### src/design/rvexe_pkg.sv
`default_nettype none

package rvexe_pkg;

  localparam int unsigned XLEN = 32;
  localparam int unsigned IDX_W = 5;

  typedef enum logic [1:0] {
    REQ_EXEC  = 2'd0,
    REQ_WRITE = 2'd1,
    REQ_READ  = 2'd2
  } req_type_e;

  typedef enum logic [1:0] {
    ST_EXEC  = 2'd0,
    ST_NOP   = 2'd1,
    ST_WRITE = 2'd2,
    ST_READ  = 2'd3
  } status_e;

  typedef enum logic [2:0] {
    F3_ADD_SUB = 3'd0,
    F3_SLL     = 3'd1,
    F3_SLT     = 3'd2,
    F3_SLTU    = 3'd3,
    F3_XOR     = 3'd4,
    F3_SRL_SRA = 3'd5,
    F3_OR      = 3'd6,
    F3_AND     = 3'd7
  } funct3_e;

  localparam logic [6:0] F7_BASE = 7'h00;
  localparam logic [6:0] F7_ALT  = 7'h20;

  typedef struct packed {
    funct3_e    funct3;
    logic [6:0] funct7;
  } alu_op_t;

endpackage

`default_nettype wire

### src/design/rvexe_ram.sv
`default_nettype none

module rvexe_ram #(
  parameter int unsigned Width = 32,
  parameter int unsigned Depth = 32,
  localparam int unsigned AddrW = (Depth > 1) ? $clog2(Depth) : 1
) (
  input  wire logic             clk_i,
  input  wire logic             we_i,
  input  wire logic [AddrW-1:0] waddr_i,
  input  wire logic [Width-1:0] wdata_i,
  input  wire logic             re_i,
  input  wire logic [AddrW-1:0] raddr0_i,
  input  wire logic [AddrW-1:0] raddr1_i,
  output logic      [Width-1:0] rdata0_o,
  output logic      [Width-1:0] rdata1_o
);

  logic [Width-1:0] mem_q [Depth];

  always_ff @(posedge clk_i) begin
    if (we_i) begin
      mem_q[waddr_i] <= wdata_i;
    end
    if (re_i) begin
      rdata0_o <= mem_q[raddr0_i];
      rdata1_o <= mem_q[raddr1_i];
    end
  end

endmodule

`default_nettype wire

### src/design/rvexe_alu.sv
`default_nettype none

module rvexe_alu
  import rvexe_pkg::*;
(
  input  wire alu_op_t          op_i,
  input  wire logic [XLEN-1:0]  a_i,
  input  wire logic [XLEN-1:0]  b_i,
  output logic      [XLEN-1:0]  result_o,
  output logic                  ok_o
);

  logic [4:0] shamt;

  assign shamt = b_i[4:0];

  always_comb begin
    result_o = '0;
    ok_o     = 1'b1;
    unique case (op_i.funct3)
      F3_ADD_SUB: begin
        if (op_i.funct7 == F7_BASE) begin
          result_o = a_i + b_i;
        end else if (op_i.funct7 == F7_ALT) begin
          result_o = a_i - b_i;
        end else begin
          ok_o = 1'b0;
        end
      end
      F3_SLL:  result_o = a_i << shamt;
      F3_SLT:  result_o = {{(XLEN-1){1'b0}}, ($signed(a_i) < $signed(b_i))};
      F3_SLTU: result_o = {{(XLEN-1){1'b0}}, (a_i < b_i)};
      F3_XOR:  result_o = a_i ^ b_i;
      F3_SRL_SRA: begin
        if (op_i.funct7 == F7_BASE) begin
          result_o = a_i >> shamt;
        end else begin
          result_o = $unsigned($signed(a_i) >>> shamt);
        end
      end
      F3_OR:   result_o = a_i | b_i;
      F3_AND:  result_o = a_i & b_i;
      default: result_o = '0;
    endcase
  end

endmodule

`default_nettype wire

### src/design/rv32i_rtype_execute_core.sv
// Channel  Direction  Handshake               Payload
// in       sink       in_valid_i/in_stall_o   req_type, instr_word, access_index, write_value
// out      source     out_valid_o/out_stall_i out_value, out_index, out_status
//
// One transaction per cycle unless in_stall_o is high; results are registered at the output.
// The input register stage reads both source registers from the dual-read register RAM.
// The output stage runs the ALU, writes the register file and loads the output register.
// Reset clears per-register valid flags at once, so all registers read as zero.
// A stalled output holds the pipeline; once stage one is occupied, the input stalls too.
`default_nettype none

module rv32i_rtype_execute_core
  import rvexe_pkg::*;
#(
  parameter int unsigned REG_COUNT = 32
) (
  input  wire logic                    clk_i,
  input  wire logic                    rst_ni,
  input  wire logic                    in_valid_i,
  output logic                         in_stall_o,
  input  wire logic [1:0]              req_type_i,
  input  wire logic [XLEN-1:0]         instr_word_i,
  input  wire logic [IDX_W-1:0]        access_index_i,
  input  wire logic signed [XLEN-1:0]  write_value_i,
  output logic                         out_valid_o,
  input  wire logic                    out_stall_i,
  output logic signed [XLEN-1:0]       out_value_o,
  output logic [IDX_W-1:0]             out_index_o,
  output logic [1:0]                   out_status_o
);

  localparam int unsigned AW = (REG_COUNT > 1) ? $clog2(REG_COUNT) : 1;
  localparam logic [IDX_W:0] RegLimit = (IDX_W+1)'(REG_COUNT);

  typedef struct packed {
    req_type_e        req;
    alu_op_t          op;
    logic [IDX_W-1:0] rd;
    logic [IDX_W-1:0] src1;
    logic [IDX_W-1:0] src2;
    logic [XLEN-1:0]  wval;
  } stage_t;

  logic             in_acc;
  logic             out_move;
  logic             s1_fire;
  logic             s1_v_q, s1_v_d;
  stage_t           s1_q;
  stage_t           s1_d;
  logic [AW-1:0]    rd_addr0, rd_addr1;
  logic [XLEN-1:0]  rdata0, rdata1;
  logic [REG_COUNT-1:0] reg_v_q;
  logic             byp_v_q;
  logic [IDX_W-1:0] byp_idx_q;
  logic [XLEN-1:0]  byp_val_q;
  logic [XLEN-1:0]  src1_val, src2_val;
  logic [XLEN-1:0]  alu_res;
  logic             alu_ok;
  logic             wr_en;
  logic [IDX_W-1:0] wr_idx;
  logic [XLEN-1:0]  wr_val;
  logic [AW-1:0]    wr_addr;
  logic             out_v_q;
  logic [XLEN-1:0]  out_value_q, out_value_d;
  logic [IDX_W-1:0] out_index_q, out_index_d;
  status_e          out_status_q, out_status_d;

  function automatic logic idx_ok(logic [IDX_W-1:0] idx);
    return (idx != '0) && ({1'b0, idx} < RegLimit);
  endfunction

  function automatic logic [AW-1:0] idx_addr(logic [IDX_W-1:0] idx);
    return idx_ok(idx) ? idx[AW-1:0] : '0;
  endfunction

  assign out_move   = !out_v_q || !out_stall_i;
  assign s1_fire    = s1_v_q && out_move;
  assign in_stall_o = s1_v_q && !out_move;
  assign in_acc     = in_valid_i && !in_stall_o;

  always_comb begin
    s1_d.req         = req_type_e'(req_type_i);
    s1_d.op.funct3   = funct3_e'(instr_word_i[14:12]);
    s1_d.op.funct7   = instr_word_i[31:25];
    s1_d.rd          = instr_word_i[11:7];
    s1_d.src1        = (req_type_i == REQ_READ) ? access_index_i : instr_word_i[19:15];
    s1_d.src2        = instr_word_i[24:20];
    s1_d.wval        = $unsigned(write_value_i);
    if (req_type_i == REQ_WRITE) begin
      s1_d.rd = access_index_i;
    end
  end

  always_comb begin
    s1_v_d = s1_v_q && !s1_fire;
    if (in_acc && (req_type_i == REQ_EXEC || req_type_i == REQ_WRITE ||
                   req_type_i == REQ_READ)) begin
      s1_v_d = 1'b1;
    end
  end

  assign rd_addr0 = idx_addr(s1_d.src1);
  assign rd_addr1 = idx_addr(s1_d.src2);

  rvexe_ram #(
    .Width (XLEN),
    .Depth (REG_COUNT)
  ) u_regs (
    .clk_i    (clk_i),
    .we_i     (wr_en),
    .waddr_i  (wr_addr),
    .wdata_i  (wr_val),
    .re_i     (in_acc),
    .raddr0_i (rd_addr0),
    .raddr1_i (rd_addr1),
    .rdata0_o (rdata0),
    .rdata1_o (rdata1)
  );

  always_comb begin
    src1_val = '0;
    if (idx_ok(s1_q.src1)) begin
      if (byp_v_q && byp_idx_q == s1_q.src1) begin
        src1_val = byp_val_q;
      end else if (reg_v_q[idx_addr(s1_q.src1)]) begin
        src1_val = rdata0;
      end
    end
    src2_val = '0;
    if (idx_ok(s1_q.src2)) begin
      if (byp_v_q && byp_idx_q == s1_q.src2) begin
        src2_val = byp_val_q;
      end else if (reg_v_q[idx_addr(s1_q.src2)]) begin
        src2_val = rdata1;
      end
    end
  end

  rvexe_alu u_alu (
    .op_i     (s1_q.op),
    .a_i      (src1_val),
    .b_i      (src2_val),
    .result_o (alu_res),
    .ok_o     (alu_ok)
  );

  always_comb begin
    out_index_d  = s1_q.rd;
    out_value_d  = alu_res;
    out_status_d = ST_EXEC;
    wr_val       = alu_res;
    wr_idx       = s1_q.rd;
    wr_en        = 1'b0;
    unique case (s1_q.req)
      REQ_EXEC: begin
        if (alu_ok) begin
          wr_en = s1_fire;
        end else begin
          out_value_d  = '0;
          out_status_d = ST_NOP;
        end
      end
      REQ_WRITE: begin
        out_value_d  = s1_q.wval;
        out_status_d = ST_WRITE;
        wr_val       = s1_q.wval;
        wr_en        = s1_fire;
      end
      REQ_READ: begin
        out_index_d  = s1_q.src1;
        out_value_d  = src1_val;
        out_status_d = ST_READ;
      end
      default: begin
        out_status_d = ST_EXEC;
      end
    endcase
    wr_en   = wr_en && idx_ok(wr_idx);
    wr_addr = idx_addr(wr_idx);
  end

  always_ff @(posedge clk_i or negedge rst_ni) begin
    if (!rst_ni) begin
      s1_v_q  <= 1'b0;
      out_v_q <= 1'b0;
      byp_v_q <= 1'b0;
      reg_v_q <= '0;
    end else begin
      s1_v_q <= s1_v_d;
      if (out_move) begin
        out_v_q <= s1_v_q;
      end
      if (wr_en) begin
        byp_v_q          <= 1'b1;
        reg_v_q[wr_addr] <= 1'b1;
      end
    end
  end

  always_ff @(posedge clk_i) begin
    if (in_acc) begin
      s1_q <= s1_d;
    end
    if (s1_fire) begin
      out_value_q  <= out_value_d;
      out_index_q  <= out_index_d;
      out_status_q <= out_status_d;
    end
    if (wr_en) begin
      byp_idx_q <= wr_idx;
      byp_val_q <= wr_val;
    end
  end

  assign out_valid_o  = out_v_q;
  assign out_value_o  = $signed(out_value_q);
  assign out_index_o  = out_index_q;
  assign out_status_o = out_status_q;

endmodule

`default_nettype wire

### config.mk
export PLATFORM = sky130hd
export DESIGN_NAME = rv32i_rtype_execute_core
export DESIGN_NICKNAME = d
export VERILOG_FILES = /design/src/design/rvexe_pkg.sv /design/src/design/rvexe_ram.sv /design/src/design/rvexe_alu.sv /design/src/design/rv32i_rtype_execute_core.sv
export SDC_FILE = /design/constraint.sdc
export NUM_CORES = 2
export LEC_CHECK = 0
export ABC_AREA = 1
export BUFFER_PORTS_ARGS = -buffer_cell sky130_fd_sc_hd__buf_4
export CAP_MARGIN = 30
export CORE_ASPECT_RATIO = 1.2
export CORE_MARGIN = 4
export CORE_UTILIZATION = 30
export DETAILED_ROUTE_END_ITERATION = 10
export SLEW_MARGIN = 20
export SYNTH_ARGS = -nofsm -noshare
export SYNTH_HDL_FRONTEND = slang
export SYNTH_SLANG_ARGS = --single-unit
### constraint.sdc
create_clock -name clk_i -period 11.95 [get_ports clk_i]
set_input_delay 1.195 -clock clk_i [delete_from_list [all_inputs] [get_ports clk_i]]
set_output_delay 1.195 -clock clk_i [all_outputs]
set_load 0.1 [all_outputs]
==> qor.yml <==
outcome: "finished clean"
ys_seq_area_frac: 0.554
grt_first_pass_wirelength_microns: 396000
routabilityCongestion: 0.994
fmax_mhz: 131
skew_ns: 0.0368
cts_root_buffer: "clkbuf_16"
finalSetupViolCount: 0
start_util: 0.301
worstMarginPinSlew_ns: 1.20
port_buffers: 108
vias: 61100
path_max_fanout: 28
synth_cell_type_count: 63
cp-end-kind: "flip-flop"
cts_sinks: 1258
clkLatencyLatePin_ns: 0.81
timing.final.crit_share: 0.640
wl_per_cell_microns: 26.8
crit_top_cell: "nand2_1"
syn_avg_cell_area_sq_um: 9.18
area_growth_pct: 12.3
peakVddDrop_mv: 0.134
min_path_type: "in -> async"
power_density_nw_per_um2: 156
fin_cells: 10300
slew_violations: 0
max_cap_viol_count: 0
die_h_microns: 529
finalNetCount: 7420
fin_crit_ns: 7.65
clockBufferDepth: 3
grt_max_degree: 191
clk_pin_slew_ns: 0.06
crit_path_start_kind: "flip-flop"
die_area_sq_um: 234000
syn_area_sq_um: 67900
r2r_slack_ns: 4.30
dpl.hpwl_microns: 164000
die_w_microns: 442
place_inst: 10100
ioPinCount: 116
drtAntennaViolNets: 0
dr.first_iter.drc_count: 8010
hold_viol_final: 0
nFillCells: 22600
fin_area_sq_um: 76200
synthArstFlopShare: 0.0278
drive_above_1_share: 0.0768
ctsHoldBuffers: 0
numCtsBuffers: 131
syn-instance-count: 7392
worstPathCellList: "inv_6, o22ai_1, nor2_1, nand3_2, inv_4, a21oi_1, nor3_1, inv_1, ha_1, nand2_1, o2111ai_1, nand2_1, nand2_1, nand2_1, o211ai_1, a21boi_1, or2_2, nand3_1, nand3_1, nand3_1, nand2_1, buf_8"
critPathBufInv: 4
ys.flop_type: "edfxtp_1"
rsz0062_at_grt: "no"
slew_headroom: 0.202
antenna_found_initial: 10
yosysWarningCount: 0
r2r_cells: 22
h-tree-depth: 4
critPathMaxStageDelay_ns: 0.79
overflow: 0
routed_wl_microns: 277000
via_per_inst: 5.91
fin_hold_ws_ns: 0.371
drt-pass1-iter-count: 6
crit_arrival_ns: 8.18
cts_tree: "yes"
synth_seq_cells: 1258
grt_pass1_vias: 59100
critical_path_required_ns: 12.48
slowest_stage: "o2111ai_1"
crit_type: "reg -> reg"
drc_errors: 0
fin_tns_setup_ns: 0
coreArea_sq_um: 225000
path_depth: 22
cts_resized: 0
post_cts.repair.setup_buffers: 0
dpl_cell_area_sq_um: 72000
gr-usage-all-layers: 0.225
synth_edf_count: 1223
critPathTopFamily: "simple AND/OR/NAND/NOR gates"
leakagePower_nw: 27.0
rows: 191
## worst paths after layout
kind	start	to
max	s1_q[32]$_DFFE_PP_	u_regs.mem_q[26][22]$_DFFE_PP_
min	rst_ni	reg_v_q[23]$_DFFE_PN0P_
max reg2reg	s1_q[32]$_DFFE_PP_	u_regs.mem_q[26][22]$_DFFE_PP_
min reg2reg	reg_v_q[0]$_DFFE_PN0P_	reg_v_q[0]$_DFFE_PN0P_
max in group asynchronous	rst_ni	reg_v_q[2]$_DFFE_PN0P_
min in group clk_i	reg_v_q[0]$_DFFE_PN0P_	reg_v_q[0]$_DFFE_PN0P_
## cells in the final DEF (no fill, tap or decap), types with 18 or more instances in the layout
master,n
edfxtp_1,1223
nand2_1,1194
nor2_1,1117
o21ai_0,843
a21oi_1,518
nand3_1,480
inv_1,248
buf_4,221
o221ai_1,193
clkbuf_16,134
o211ai_1,130
a22oi_1,126
ha_1,101
o311ai_0,88
a31oi_1,87
o22ai_1,85
a32o_1,45
nor3_1,43
dfrtp_1,35
conb_1,32
clkinv_1,31
clkbuf_1,31
nor2_4,30
buf_8,24
or2_2,23
clkinv_2,20
o21ai_1,18
## per-layer routing
layer  vias up  track usage  wire length, microns
met1     29800        0.273                103000
met2      3934        0.372                129000
met4         2        0.142                 19300
met3       909       0.0364                 25900
li1      26400            -                     -
met5         -            0                    20
## final cells by class
class | count | area (sq um) | area share
Sequential cell | 1258 | 37600 | 0.493
Multi-Input combinational cell | 5314 | 27400 | 0.359
Tap cell | 2991 | 3740 | 0.0491
Clock buffer | 166 | 3480 | 0.0457
Timing Repair Buffer | 264 | 2360 | 0.0310
Inverter | 273 | 1080 | 0.0141
Clock inverter | 69 | 602 | 0.00790
Antenna cell | 2 | 5.00 | 0.0000657
## flip-flops by register name (all words and copies together) (netlist names)
signal           flops
u_regs.mem_q      1024
s1_q                54
byp_val_q           32
out_value_o         32
reg_v_q             32
u_regs.rdata0_o     32
u_regs.rdata1_o     32
byp_idx_q            5
out_index_o          5
wr_idx               5
out_status_o         2
byp_v_q              1
out_valid_o          1
s1_v_q               1
## cells in the mapped netlist (5+ instances only)
cell type  number  area share
dfrtp_1        35       0.013
clkbuf_1      467       0.026
o311ai_0       88       0.011
nand3_2         5     0.00074
nand2_2         8     0.00074
a31oi_1        87      0.0080
nor3_1         48      0.0035
a22oi_1       126       0.014
a221oi_1        5     0.00065
o21a_1          6     0.00066
a211oi_1       13      0.0014
a32o_1         45      0.0066
or2_2          23      0.0021
buf_6          11      0.0018
o211a_1        10      0.0015
o2111ai_1       6     0.00077
buf_2          50      0.0037
inv_2          11     0.00061
buf_4          12      0.0013
a21oi_1       520       0.038
nand3_1       481       0.035
o221ai_1      193       0.025
buf_1          37      0.0020
o31ai_1         5     0.00055
xor2_1         14      0.0018
nand2_1      1200       0.066
nor2_1       1147       0.063
o21ai_0       846       0.062
o21ai_1        21      0.0015
o211ai_1      130       0.014
clkinv_1        6     0.00033
ha_1          101       0.019
a311oi_1       10      0.0013
edfxtp_1     1223        0.54
o22ai_1        85      0.0078
nor4_1          8     0.00074
nand4_1        15      0.0014
inv_1         254       0.014
## kinds of logic after synthesis
kind of cell	after synthesis	synth area share
adders and majority gates	103	0.0192
and+or+nand+nor	2948	0.176
DFF	1258	0.554
muxes	5	0.000811
AOI/OAI and AO/OA	2212	0.198
xor gates and xnor gates	14	0.00181
buffers and inverters	851	0.0501
other	1	0.0000552
## power breakdown
group          leakage [nW]  internal (mW)  switching (mW)
registers              11.7           5.13          0.0640
clock network          1.99           2.23            1.76
logic                  13.4          0.665            2.04
total                  27.0           8.02            3.87
## metrics by stage
step	setup WS, ns	utilization	total power [mW]
floorplan	4.81	-	6.92
global placement	4.12	0.318	7.86
detailed placement	4.14	0.320	7.92
CTS	4.14	0.338	11.9
global route	3.90	0.338	12.3
finish	4.30	0.338	11.9
Power figures use the tool's default switching activity.
